[config.mk]
export PLATFORM = sky130hd
export DESIGN_NAME = swm_ctrl
export DESIGN_NICKNAME = d
export VERILOG_FILES = /design/src/rtl/core/swm_pkg.sv /design/src/rtl/core/swm_ctrl.sv
export SDC_FILE = /design/constraint.sdc
export NUM_CORES = 1
export LEC_CHECK = 0
export ABC_AREA = 0
export ABC_CLOCK_PERIOD_IN_PS = 2500
export BUFFER_PORTS_ARGS = -buffer_cell sky130_fd_sc_hd__clkbuf_2
export CAP_MARGIN = 20
export CORE_AREA = 2 2 39 41
export CTS_BUF_LIST = sky130_fd_sc_hd__clkbuf_8
export DETAILED_ROUTE_END_ITERATION = 8
export DIE_AREA = 0 0 41 43
export GPL_TIMING_DRIVEN = 0
export PLACE_DENSITY = 0.85
export SLEW_MARGIN = 10
export SYNTH_ARGS = -nofsm -noshare
export SYNTH_HDL_FRONTEND = slang
export SYNTH_SLANG_ARGS = --single-unit
[constraint.sdc]
create_clock -name clk -period 2.5 [get_ports clk]
set_input_delay 0.125 -clock clk [delete_from_list [all_inputs] [get_ports clk]]
set_output_delay 0.125 -clock clk [all_outputs]
set_load 0.05 [all_outputs]
[src/rtl/core/swm_pkg.sv]
// Shared constants and the controller-to-datapath command bundle for the
// sliding window mean and standard deviation block. No dependencies.
`default_nettype none

package swm_pkg;

	// window and sample geometry
	localparam int MAX_WINDOW  = 256;
	localparam int SAMPLE_BITS = 16;
	localparam int PTR_W       = $clog2(MAX_WINDOW);
	localparam int CNT_W       = $clog2(MAX_WINDOW + 1);

	// port field widths
	localparam int SAMPLE_W = 16;
	localparam int MEAN_W   = 24;
	localparam int STD_W    = 23;
	localparam int CFG_W    = 9;
	localparam int CFG_IDX_W = 1;

	// fixed point scaling
	localparam int MEAN_FRAC = 8;
	localparam int VAR_SHIFT = 16;

	// running accumulators
	localparam int SUM_W = SAMPLE_BITS + PTR_W;
	localparam int SQ_W  = 2 * SAMPLE_BITS + PTR_W;
	localparam int SMP_SQ_W = 2 * SAMPLE_BITS;

	// variance numerator, n^2 divisor, scaled variance and root remainder
	localparam int PA_W   = CNT_W + SQ_W;
	localparam int VN_W   = 2 * SUM_W;
	localparam int DV_W   = 2 * CNT_W - 1;
	localparam int QV_W   = 2 * STD_W;
	localparam int RS_W   = STD_W + 2;
	localparam int STEP_W = $clog2(QV_W);

	// configuration register indexes
	localparam logic [CFG_IDX_W-1:0] REG_WINDOW_LENGTH = 1'd0;
	localparam logic [CFG_IDX_W-1:0] REG_MIN_READY     = 1'd1;

	// register reset values
	localparam logic [CFG_W-1:0] WINDOW_LENGTH_RST = 9'd256;
	localparam logic [CFG_W-1:0] MIN_READY_RST     = 9'd1;

	// commands from the controller to the datapath
	typedef struct packed {
		logic accept;
		logic square;
		logic update;
		logic mult;
		logic init;
		logic div_step;
		logic mean_step;
		logic sqrt_step;
		logic out_load;
	} swm_cmd_t;

endpackage

`default_nettype wire

[src/rtl/core/swm_ctrl.sv]
// Sequencing controller: handshakes, step counting and datapath commands.
// Depends on swm_pkg.
`default_nettype none

module swm_ctrl
	import swm_pkg::*;
(
	input  wire logic clk,
	input  wire logic arst_n,
	input  wire logic in_valid,
	output logic      in_ready,
	output logic      out_valid,
	input  wire logic out_ready,
	output swm_cmd_t  cmd
);

	localparam logic [2:0] ST_IDLE = 3'd0;
	localparam logic [2:0] ST_LOAD = 3'd1;
	localparam logic [2:0] ST_UPD  = 3'd2;
	localparam logic [2:0] ST_MUL  = 3'd3;
	localparam logic [2:0] ST_INIT = 3'd4;
	localparam logic [2:0] ST_DIV  = 3'd5;
	localparam logic [2:0] ST_SQRT = 3'd6;
	localparam logic [2:0] ST_DONE = 3'd7;

	logic [2:0]        state_q;
	logic [2:0]        state_nxt;
	logic [STEP_W-1:0] step_q;
	logic [STEP_W-1:0] step_nxt;
	logic              out_valid_q;
	logic              accept;
	logic              out_free;

	assign in_ready  = (state_q == ST_IDLE);
	assign accept    = in_valid & in_ready;
	assign out_valid = out_valid_q;
	assign out_free  = !out_valid_q || out_ready;

	// next state and step count
	always_comb begin
		state_nxt = state_q;
		step_nxt  = step_q;
		unique case (state_q)
			ST_IDLE: begin
				if (accept) begin
					state_nxt = ST_LOAD;
				end
			end
			ST_LOAD: state_nxt = ST_UPD;
			ST_UPD:  state_nxt = ST_MUL;
			ST_MUL:  state_nxt = ST_INIT;
			ST_INIT: begin
				state_nxt = ST_DIV;
				step_nxt  = '0;
			end
			ST_DIV: begin
				if (step_q == STEP_W'(QV_W - 1)) begin
					state_nxt = ST_SQRT;
					step_nxt  = '0;
				end else begin
					step_nxt = step_q + 1'b1;
				end
			end
			ST_SQRT: begin
				if (step_q == STEP_W'(STD_W - 1)) begin
					state_nxt = ST_DONE;
				end else begin
					step_nxt = step_q + 1'b1;
				end
			end
			ST_DONE: begin
				if (out_free) begin
					state_nxt = ST_IDLE;
				end
			end
			default: state_nxt = ST_IDLE;
		endcase
	end

	// datapath commands
	always_comb begin
		cmd           = '0;
		cmd.accept    = accept;
		cmd.square    = (state_q == ST_LOAD);
		cmd.update    = (state_q == ST_UPD);
		cmd.mult      = (state_q == ST_MUL);
		cmd.init      = (state_q == ST_INIT);
		cmd.div_step  = (state_q == ST_DIV);
		cmd.mean_step = (state_q == ST_DIV) && (step_q < STEP_W'(MEAN_W));
		cmd.sqrt_step = (state_q == ST_SQRT);
		cmd.out_load  = (state_q == ST_DONE) && out_free;
	end

	// state registers and result valid
	always_ff @(posedge clk or negedge arst_n) begin
		if (!arst_n) begin
			state_q     <= ST_IDLE;
			step_q      <= '0;
			out_valid_q <= 1'b0;
		end else begin
			state_q <= state_nxt;
			step_q  <= step_nxt;
			if (cmd.out_load) begin
				out_valid_q <= 1'b1;
			end else if (out_ready) begin
				out_valid_q <= 1'b0;
			end
		end
	end

endmodule

`default_nettype wire

==> results.md, run 1 <==
- Status: finished clean
- Required time worst endpoint: 2380 ps
- Mapped cell area: 711 um2
- Ranking of synthesized cells by area: dfrtp_1 (35%), o21ai_0 (7.0%), ha_1 (5.3%), a21oi_1 (4.2%), nand2_1 (4.2%)
- Buffer levels on the longest clock path: 2
- Worst flop-to-flop path endpoint: step_q[5]
- Synthesized area per cell: 8.46 um2
- Num CTS Buffers: 3
- Distinct cells, synth: 33
- Final Critical Period: 1820 ps
- Final hold vios: 0
- Yosys warning count: 0
- VDD IR max: 0.695 mV
- Unrepaired setup endpoints after global routing: false
- Routability Congestion: 0.807
- Filler instances: 141
- Synthesized instance count: 84
- Main synth FF type: dfrtp_1
- CTS tree: built
- Vias in the first global route: 688
- Clock Tree Root: clkbuf_8
- Crit Path Class: reg -> out
- Area delta synth->final: 19.9%
- Period utilization: 72.7%
- PwrDens: 1350 nW/um2
- Via density: 5.75
- Storage element area: 250 um2
- First-pass GRT wire length: 2880 um
- Antenna violations before repair: 0
- Multi-input logic area: 417 um2
- Die footprint: 1760 um2
- Core Box Area: 1380 um2
- Hold WC Path Type: in -> reg
- Routed WL: 1660 um
- Die H: 43 um
- GRT Util Overall: 23.6%
- Antenna fix cells: 0
- Hpwl dp: 1260 um
- Total grt overflow: 0
- DRC Markers: 0
- Post-route ant nets: 0
- Arrival time worst endpoint: 1690 ps
- DIE WIDTH: 41 um
- Hold Crit Depth: 3
- Sum Neg Setup Slack: 0 ps
- EDFF count, synth: 0
- Post-synth ARST share: 100%
- Min-delay src: in_valid
- Largest net degree at the start of global routing: 11
- CTS clock-pin slew for the worst setup and hold paths: 50 ps
- Max Cap Violations: 0
- Htree depth: 1
- Placed Cells incl. Taps: 114
- Final Max Slew Viols: 0
- Initial core utilization: 51.4%
- Register-to-Register Path Depth: 6
- Setup crit start kind: flip-flop
- Layout cells sized above 1: 23.5%
- # IOs: 15
- Starting DRT DRC Count: 6
- Setup-failing EPs final: 0
- Finished Layout Cells: 118
- R2r setup slk: 690 ps
- Setup bufs post-CTS: 0
- Leak: 0.404 nW
- Synthesis-stage register bit count: 10
- CP Capture Type: output port
- Hold buffer count at CTS: 1
- First-pass iteration count of the detailed router: 4
- Relative slew slack: 75.0%
- Vias: 678
- Commonest cells post-synth: dfrtp_1 (10), o21ai_0 (10), nand2_1 (8)
- Clock latency on the worst-skew pair: 230 ps
- Min-Delay Endpoint: state_q[0]
- Final core occ: 61.6%
- # resized after CTS: 0
- Worst R2R Start: step_q[0]
- IO Port Bufs: 14
- Clk_skew: 5.94 ps
- Clk sinks: 10
- Crit path max fanout: 10
- Nets: 111
- Post-synthesis sequential area ratio: 35.2%
- WL/cell: 14.1 um
- Tightest Pin Transition: 374 ps
- Syn_nets: 91
- FP Rows: 14
- FMAX: 0.550 GHz
- Synth area leader: dfrtp_1
- Yosys top cell area share: 35.2%
-- worst max-delay path by stage --
stage | start | end | cells after the start
finish | state_q[1] | cmd[8] | 5
global route | state_q[1] | cmd[8] | 5
CTS | step_q[0] | step_q[5] | 6
detailed placement | step_q[0] | step_q[5] | 6
global placement | step_q[0] | step_q[5] | 6
floorplan | state_q[1] | cmd[8] | 4
-- cells in the final DEF (no fill, tap or decap), types with 2 or more instances in the layout --
cell | netlist | final
dfrtp_1 | 10 | 10
nor2b_1 | 2 | 2
clkbuf_1 | 2 | 2
clkbuf_2 | 0 | 14
nand3_1 | 3 | 3
nand4_1 | 2 | 2
nor3_1 | 3 | 3
nand2b_1 | 3 | 3
or3_1 | 2 | 2
nor3b_1 | 2 | 2
o21ai_0 | 10 | 10
a21boi_1 | 2 | 2
inv_1 | 4 | 4
nor2_1 | 4 | 4
and2_1 | 2 | 2
a21oi_1 | 6 | 6
clkbuf_8 | 1 | 4
nand2_1 | 8 | 8
ha_1 | 3 | 3
-- final cells by class --
type | count | area share [%]
plain buffers | 4 | 3.38
clock buffers | 3 | 4.85
inverters | 4 | 1.76
multi-input cells | 66 | 48.9
flip-flops and latches | 10 | 29.4
well taps | 16 | 2.35
repair buffers | 15 | 9.40
-- sequential cells by signal (all words and copies together) (netlist names) --
signal / flops
out_valid: 1
state_q: 3
step_q: 6
-- per-stage QoR --
stage | power (mW) | hold WS [ps] | setup slack (ps) | instance area [um2]
3_5_place_dp | 0.985 | 8.65 | 695 | 801
4_1_cts | 1.16 | 231 | 688 | 852
6_report | 1.15 | 231 | 682 | 852
2_1_floorplan | 0.830 | -171 | 188 | 711
3_3_place_gp | 0.956 | 5.56 | 755 | 801
5_1_grt | 1.24 | 268 | 571 | 852
-- metal layers --
layer / wire, um / track usage (%) / vias to the layer above
met5: 0 / 0 / -
met4: 15 / 7.33 / 0
met3: 55 / 3.66 / 2
met2: 874 / 41.3 / 15
met1: 719 / 27.3 / 323
li1: - / - / 338
-- cell families after synthesis --
kind of cell             after synthesis  share of synthesized area (%)
AND/OR/NAND/NOR                       38                           30.6
flip-flops                            10                           35.2
adder cells (fa/ha/maj)                3                           5.28
buffers and inverters                  8                           6.16
AO/OA/AOI/OAI                         25                           22.7
-- critical path, cell delays in order (launching register included) --
cell      delay, ps
dfrtp_1         440
clkbuf_1        230
nor3_1          270
and2_1          160
buf_4            90
clkbuf_2        260
-- report_power, final --
part,switching (mW),internal [mW],total [mW]
logic,0.487,0.217,0.704
clock network,0.0621,0.105,0.168
registers,0.0669,0.213,0.280
Note: power is estimated with default switching activity, not from simulation.
==> run 2: changes to the inputs <==
- ABC_CLOCK_PERIOD_IN_PS: 2500 -> 1600
- CORE_AREA: 2 2 39 41 -> default
- CORE_MARGIN: default -> 2
- CORE_UTILIZATION: default -> 49
- DIE_AREA: 0 0 41 43 -> default
- PLACE_DENSITY: 0.85 -> 0.83
- clock period: 2.5 -> 1.6 ns (I/O delays scaled with it)
==> run 2 against run 1 <==
Routed wire length is 12% higher. Clock power is 94% higher. Global-route usage is 1.2 points lower. Total power is 78% higher. Flip-flop and latch count stayed put. First-iteration DRC count is 100% higher. Sequential power is 53% higher. Final area is 11% higher. Worst setup slack worse by 660 ps. Clock-buffer cell count is 1 higher. Critical path depth is 1 higher.
==> results.md, run 2 (same netlist as run 1, synthesis figures left out) <==
- Status: finished clean (unchanged)
- Required time worst endpoint: 1780 ps (was 2380 ps)
- CP top delay family: simple AND/OR/NAND/NOR gates (was buffers and inverters)
- Buffer levels on the longest clock path: 2 (unchanged)
- Worst setup margin: 19.1 ps (was 682 ps)
- Clock latency on the worst-skew pair: 240 ps (was 230 ps)
- DIE WIDTH: 42.1 um (was 41 um)
- # IOs: 15 (unchanged)
- Nets: 114 (was 111)
- Unrepaired setup endpoints after global routing: true (was false)
- Die H: 42.1 um (was 43 um)
- Initial core utilization: 53.3% (was 51.4%)
- Antenna violations before repair: 0 (unchanged)
- Worst flop-to-flop path endpoint: step_q[5] (unchanged)
- CTS clock-pin slew for the worst setup and hold paths: 50 ps (about the same)
- Clk sinks: 10 (unchanged)
- Clk_skew: 6.71 ps (was 5.94 ps)
- Max FFs per register: 6 (unchanged)
- Final hold vios: 0 (unchanged)
- Max Cap Violations: 0 (unchanged)
- Tightest Pin Transition: 290 ps (was 374 ps)
- Vias: 710 (was 678)
- Period utilization: 98.8%
- R2r setup slk: 20 ps (was 690 ps)
- Hold Crit Depth: 3 (unchanged)
- Final Critical Period: 1580 ps
- CP Capture Type: flip-flop (was output port)
- FMAX: 0.633 GHz
- FP Rows: 13 (was 14)
- Hold WC Path Type: in -> reg (unchanged)
- Setup crit start kind: flip-flop (unchanged)
- IO Port Bufs: 14 (unchanged)
- Via density: 5.87 (was 5.75)
- Die footprint: 1770 um2 (was 1760 um2)
- Htree depth: 1 (unchanged)
- Slowest CP cell: or4_4 (was dfrtp_1)
- Hpwl dp: 1280 um (was 1260 um)
- Crit path max fanout: 6 (was 10)
- Num CTS Buffers: 3 (unchanged)
- Worst R2R Start: step_q[0] (unchanged)
- PwrDens: 2170 nW/um2 (was 1350 nW/um2)
- Total power: 2.05 mW (was 1.15 mW)
- Routability Congestion: 0.868 (was 0.807)
- WP depth: 6 (was 5)
- Final Max Slew Viols: 0 (unchanged)
- First-pass GRT wire length: 3020 um (was 2880 um)
- Starting DRT DRC Count: 12 (was 6)
- End of the critical path: step_q[5] (was cmd[8])
- First-pass iteration count of the detailed router: 4 (unchanged)
- Place WS: -89.4 ps (was 695 ps)
- Routed WL: 1860 um (was 1660 um)
- Top reg by flops: step_q (unchanged)
- Worst path max stage delay: 420 ps (was 440 ps)
- Commonest cells after routing, fill and taps aside: clkbuf_2 (11), o21ai_0 (10), nand2_1 (8) (was clkbuf_2 (14), o21ai_0 (10), dfrtp_1 (10))
- Core Box Area: 1330 um2 (was 1380 um2)
- Setup-failing EPs final: 0 (unchanged)
- Area delta synth->final: 33.1% (was 19.9%)
- Register-to-Register Path Depth: 6 (unchanged)
- CP Cell Sequence: inv_1, ha_2, and2b_2, a31o_4, or4_4, nand2_1 (was clkbuf_1, nor3_1, and2_1, buf_4, clkbuf_2)
- Most common library cell in the layout ignoring fill and taps: clkbuf_2 (unchanged)
- Total grt overflow: 0 (unchanged)
- Vias in the first global route: 675 (was 688)
- Leak: 0.442 nW (was 0.404 nW)
- WL/cell: 15.3 um (was 14.1 um)
- Largest net degree at the start of global routing: 11 (unchanged)
- Crit Path Class: reg -> reg (was reg -> out)
- Critical path buffer and inverter count: 1 (was 3)
- VDD IR max: 0.944 mV (was 0.695 mV)
- DRC Markers: 0 (unchanged)
- Clock Tree Root: clkbuf_8 (unchanged)
- Relative slew slack: 80.7% (was 75.0%)
- Arrival time worst endpoint: 1760 ps (was 1690 ps)
- CTS tree: built (unchanged)
- Post-route ant nets: 0 (unchanged)
- Layout cells sized above 1: 37.7% (was 23.5%)
- Antenna fix cells: 0 (unchanged)
- CP startpoint: step_q[0] (was state_q[1])
- GRT Util Overall: 22.4% (was 23.6%)
- Filler instances: 98 (was 141)
## run 2: power breakdown
part           internal [mW]  switching (mW)
registers              0.340          0.0881
clock network          0.217           0.109
logic                  0.448           0.852
## run 2: what timing repair did
item | in CTS | in global routing
hold buffers | 1 | 0
pin swaps | 0 | 3
resized for setup | 8 | 10
endpoints found under the hold margin | 10 | 0
setup buffers | 2 | 1
setup endpoints to repair | 7 | 4
## run 2: through the flow
step / hold slack, ps / std cells / cell area [um2] / setup TNS [ps] / util (%)
5_1_grt: 211 / 121 / 946 / -38.9 / 70.9
6_report: 158 / 121 / 946 / 0 / 70.9
4_1_cts: 163 / 120 / 918 / 0 / 68.9
3_3_place_gp: -41.4 / 113 / 820 / -118 / 61.4
2_1_floorplan: -216 / 84 / 731 / -312 / -
3_5_place_dp: -35.3 / 113 / 820 / -177 / 61.4
## run 2: layout make-up
class	instances	area [um2]	area share (%)
buffer	4	40.0	4.23
clock buffer	4	55.1	5.82
inverter	4	15.0	1.59
multi-input combinational	66	449	47.5
sequential	10	254	26.9
tap	15	18.8	1.98
timing repair buffer	18	114	12.0
## run 2: layer usage
layer  share of wire, %  global-route usage, %
met5                  0                      0
met1                 43                   29.1
met3                4.6                   1.29
met2                 50                   35.9
met4                2.6                   14.4
## run 2: worst register-to-register path, cell delays in order, from the launching register on
cell and delay (ps):
dfrtp_2 350, inv_1 50, ha_2 160, and2b_2 210, a31o_4 250, or4_4 420
nand2_1 70
## run 2: how the worst min path moves through the flow
stage | to | startpoint | slack (ps)
after floorplan | out_valid | arst_n | -220
after global placement | step_q[3] | arst_n | -40
after detailed placement | step_q[3] | arst_n | -40
after CTS | state_q[0] | in_valid | 160
after global routing | out_valid | out_ready | 210
final | state_q[0] | in_valid | 160
==> run 3: changes to the inputs <==
- ABC_CLOCK_PERIOD_IN_PS: 1600 -> 2000
- CORE_AREA: default -> 2 2 39 41
- CORE_MARGIN: 2 -> default
- CORE_UTILIZATION: 49 -> default
- DIE_AREA: default -> 0 0 41 43
- PLACE_DENSITY: 0.83 -> 0.85
- clock period: 1.6 -> 2 ns (I/O delays scaled with it)
==> run 3 against run 2 <==
Non-clock buffer count down 3. Total power down 25%. Final area down 7.4%. Largest cell class unchanged. Sequential share of layout area up 1.7 points. Flip-flop and latch count unchanged. Clock skew down 5.8 ps. Routed wire length up 0.97%. Critical endpoint unchanged. Cell count down 1.7%. Global-route usage up 2.8 points. Combinational power down 29%.
==> results.md, run 3 (same netlist as run 1, synthesis figures left out) <==
- Status: finished clean (unchanged)
- Die H: 43 um (was 42.1 um)
- Post-DP Area: 811 um2 (was 820 um2)
- CP Capture Type: flip-flop (unchanged)
- Crit path max fanout: 7 (was 6)
- # resized after CTS: 0 (was 8)
- Setup bufs post-CTS: 0 (was 2)
- Post-route ant nets: 0 (unchanged)
- FMAX: 0.544 GHz (was 0.633 GHz)
- R2r setup slk: 160 ps (was 20 ps)
- Hold WC Path Type: in -> reg (unchanged)
- Hpwl dp: 1270 um (was 1280 um)
- Relative slew slack: 70.8% (was 80.7%)
- DIE WIDTH: 41 um (was 42.1 um)
- Via density: 6.39 (was 5.87)
- Clk sinks: 10 (unchanged)
- Final Max Slew Viols: 0 (unchanged)
- Setup crit start kind: flip-flop (unchanged)
- Switching Fraction: 53.1% (was 51.1%)
- Total grt overflow: 0 (unchanged)
- Routed WL: 1880 um (was 1860 um)
- Htree depth: 1 (unchanged)
- Crit Path Class: reg -> reg (unchanged)
- Max FFs per register: 6 (unchanged)
- Largest net degree at the start of global routing: 11 (unchanged)
- Vias in the first global route: 711 (was 675)
- Clk_skew: 0.917 ps (was 6.71 ps)
- Setup-failing EPs final: 0 (unchanged)
- Sum Neg Setup Slack: 0 ps (unchanged)
- CTS tree: built (unchanged)
- Initial core utilization: 51.4% (was 53.3%)
- Total power: 1.53 mW (was 2.05 mW)
- Vias: 760 (was 710)
- Die footprint: 1760 um2 (was 1770 um2)
- VDD IR max: 0.783 mV (was 0.944 mV)
- Filler instances: 109 (was 98)
- Unrepaired setup endpoints after global routing: false (was true)
- Layout cells sized above 1: 26.2% (was 37.7%)
- Clock Tree Root: clkbuf_8 (unchanged)
- Buffer levels on the longest clock path: 2 (unchanged)
- Multi-input logic area: 427 um2 (was 449 um2)
- Num CTS Buffers: 3 (unchanged)
- First-pass iteration count of the detailed router: 4 (unchanged)
- Required time worst endpoint: 2180 ps (was 1780 ps)
- Final core occ: 63.3% (was 70.9%)
- Post-route cell area: 876 um2 (was 946 um2)
- First-pass GRT wire length: 2980 um (was 3020 um)
- Routability Congestion: 0.779 (was 0.868)
- Nets: 111 (was 114)
- DRC Markers: 0 (unchanged)
- Finished Layout Cells: 119 (was 121)
- GRT Util Overall: 25.2% (was 22.4%)
- Clock latency on the worst-skew pair: 240 ps (about the same)
- Top reg by flops: step_q (unchanged)
- Most common library cell in the layout ignoring fill and taps: clkbuf_2 (unchanged)
- WL/cell: 15.8 um (was 15.3 um)
- Clock power share: 16.9% (was 15.9%)
- P_int: 0.719 mW (was 1.01 mW)
- P_sw: 0.814 mW (was 1.05 mW)
- Core Box Area: 1380 um2 (was 1330 um2)
- Final Critical Period: 1840 ps (was 1580 ps)
- Arrival time worst endpoint: 2020 ps (was 1760 ps)
- Antenna violations before repair: 0 (unchanged)
- Tightest Pin Transition: 438 ps (was 290 ps)
- Comb power frac: 60.2% (was 63.3%)
- Placed Cells incl. Taps: 114 (was 113)
- Antenna fix cells: 0 (unchanged)
- # IOs: 15 (unchanged)
- CTS clock-pin slew for the worst setup and hold paths: 50 ps (about the same)
- IO Port Bufs: 14 (unchanged)
- Starting DRT DRC Count: 41 (was 12)
- Hold buffer count at CTS: 1 (unchanged)
- Storage element area: 250 um2 (was 254 um2)
- Leak: 0.415 nW (was 0.442 nW)
- FP Rows: 14 (was 13)
- PwrDens: 1750 nW/um2 (was 2170 nW/um2)
- Period utilization: 92.0% (was 98.8%)
- Final hold vios: 0 (unchanged)
- Max Cap Violations: 0 (unchanged)
- Commonest cells after routing, fill and taps aside: clkbuf_2 (14), o21ai_0 (10), dfrtp_1 (10) (was clkbuf_2 (11), o21ai_0 (10), nand2_1 (8))
- Area delta synth->final: 23.2% (was 33.1%)
- Sequential Power Share: 22.9% (was 20.8%)
run 3: per-stage QoR:
step	setup slack, ps	hold WS (ps)
floorplan	48.6	-196
global placement	270	-21.5
detailed placement	233	-17.6
CTS	177	191
global route	91.3	232
finish	160	191
run 3: path summary, 6_finish.rpt:
path / from / to / cells after the start
max in group asynchronous: arst_n / out_valid / 2
worst max-delay path: step_q[0] / step_q[5] / 6
worst max register to register: step_q[0] / step_q[5] / 6
worst min register to register: out_valid / out_valid / 2
worst min-delay path: out_ready / out_valid / 3
min in group asynchronous: arst_n / step_q[5] / 2
run 3: power groups by stage:
stage | Clock [mW] | Sequential, mW | Combinational (mW)
after floorplan | 0 | 0.367 | 0.683
after global placement | 0 | 0.346 | 0.869
after detailed placement | 0 | 0.352 | 0.899
after CTS | 0.259 | 0.349 | 0.919
after global routing | 0.271 | 0.362 | 1.00
final | 0.259 | 0.351 | 0.923
run 3: worst max-delay path, stage by stage (launching register included):
cell	delay, ps
dfrtp_1	450
inv_1	70
ha_1	200
and2b_2	230
a31o_4	260
or4_1	490
nand2_1	90
run 3: cell type report:
class / instances / area share, %
multi-input cells: 66 / 48.7
flip-flops and latches: 10 / 28.6
repair buffers: 15 / 9.14
clock buffers: 4 / 6.29
plain buffers: 4 / 3.29
well taps: 16 / 2.29
inverters: 4 / 1.71
run 3: layer usage:
metal,global-route usage [%],vias to the layer above,share of wire [%]
met5,0,-,0
met4,16.7,0,5.1
met3,5.76,15,6.4
met2,40.3,50,53
met1,27.6,355,36
li1,-,340,-
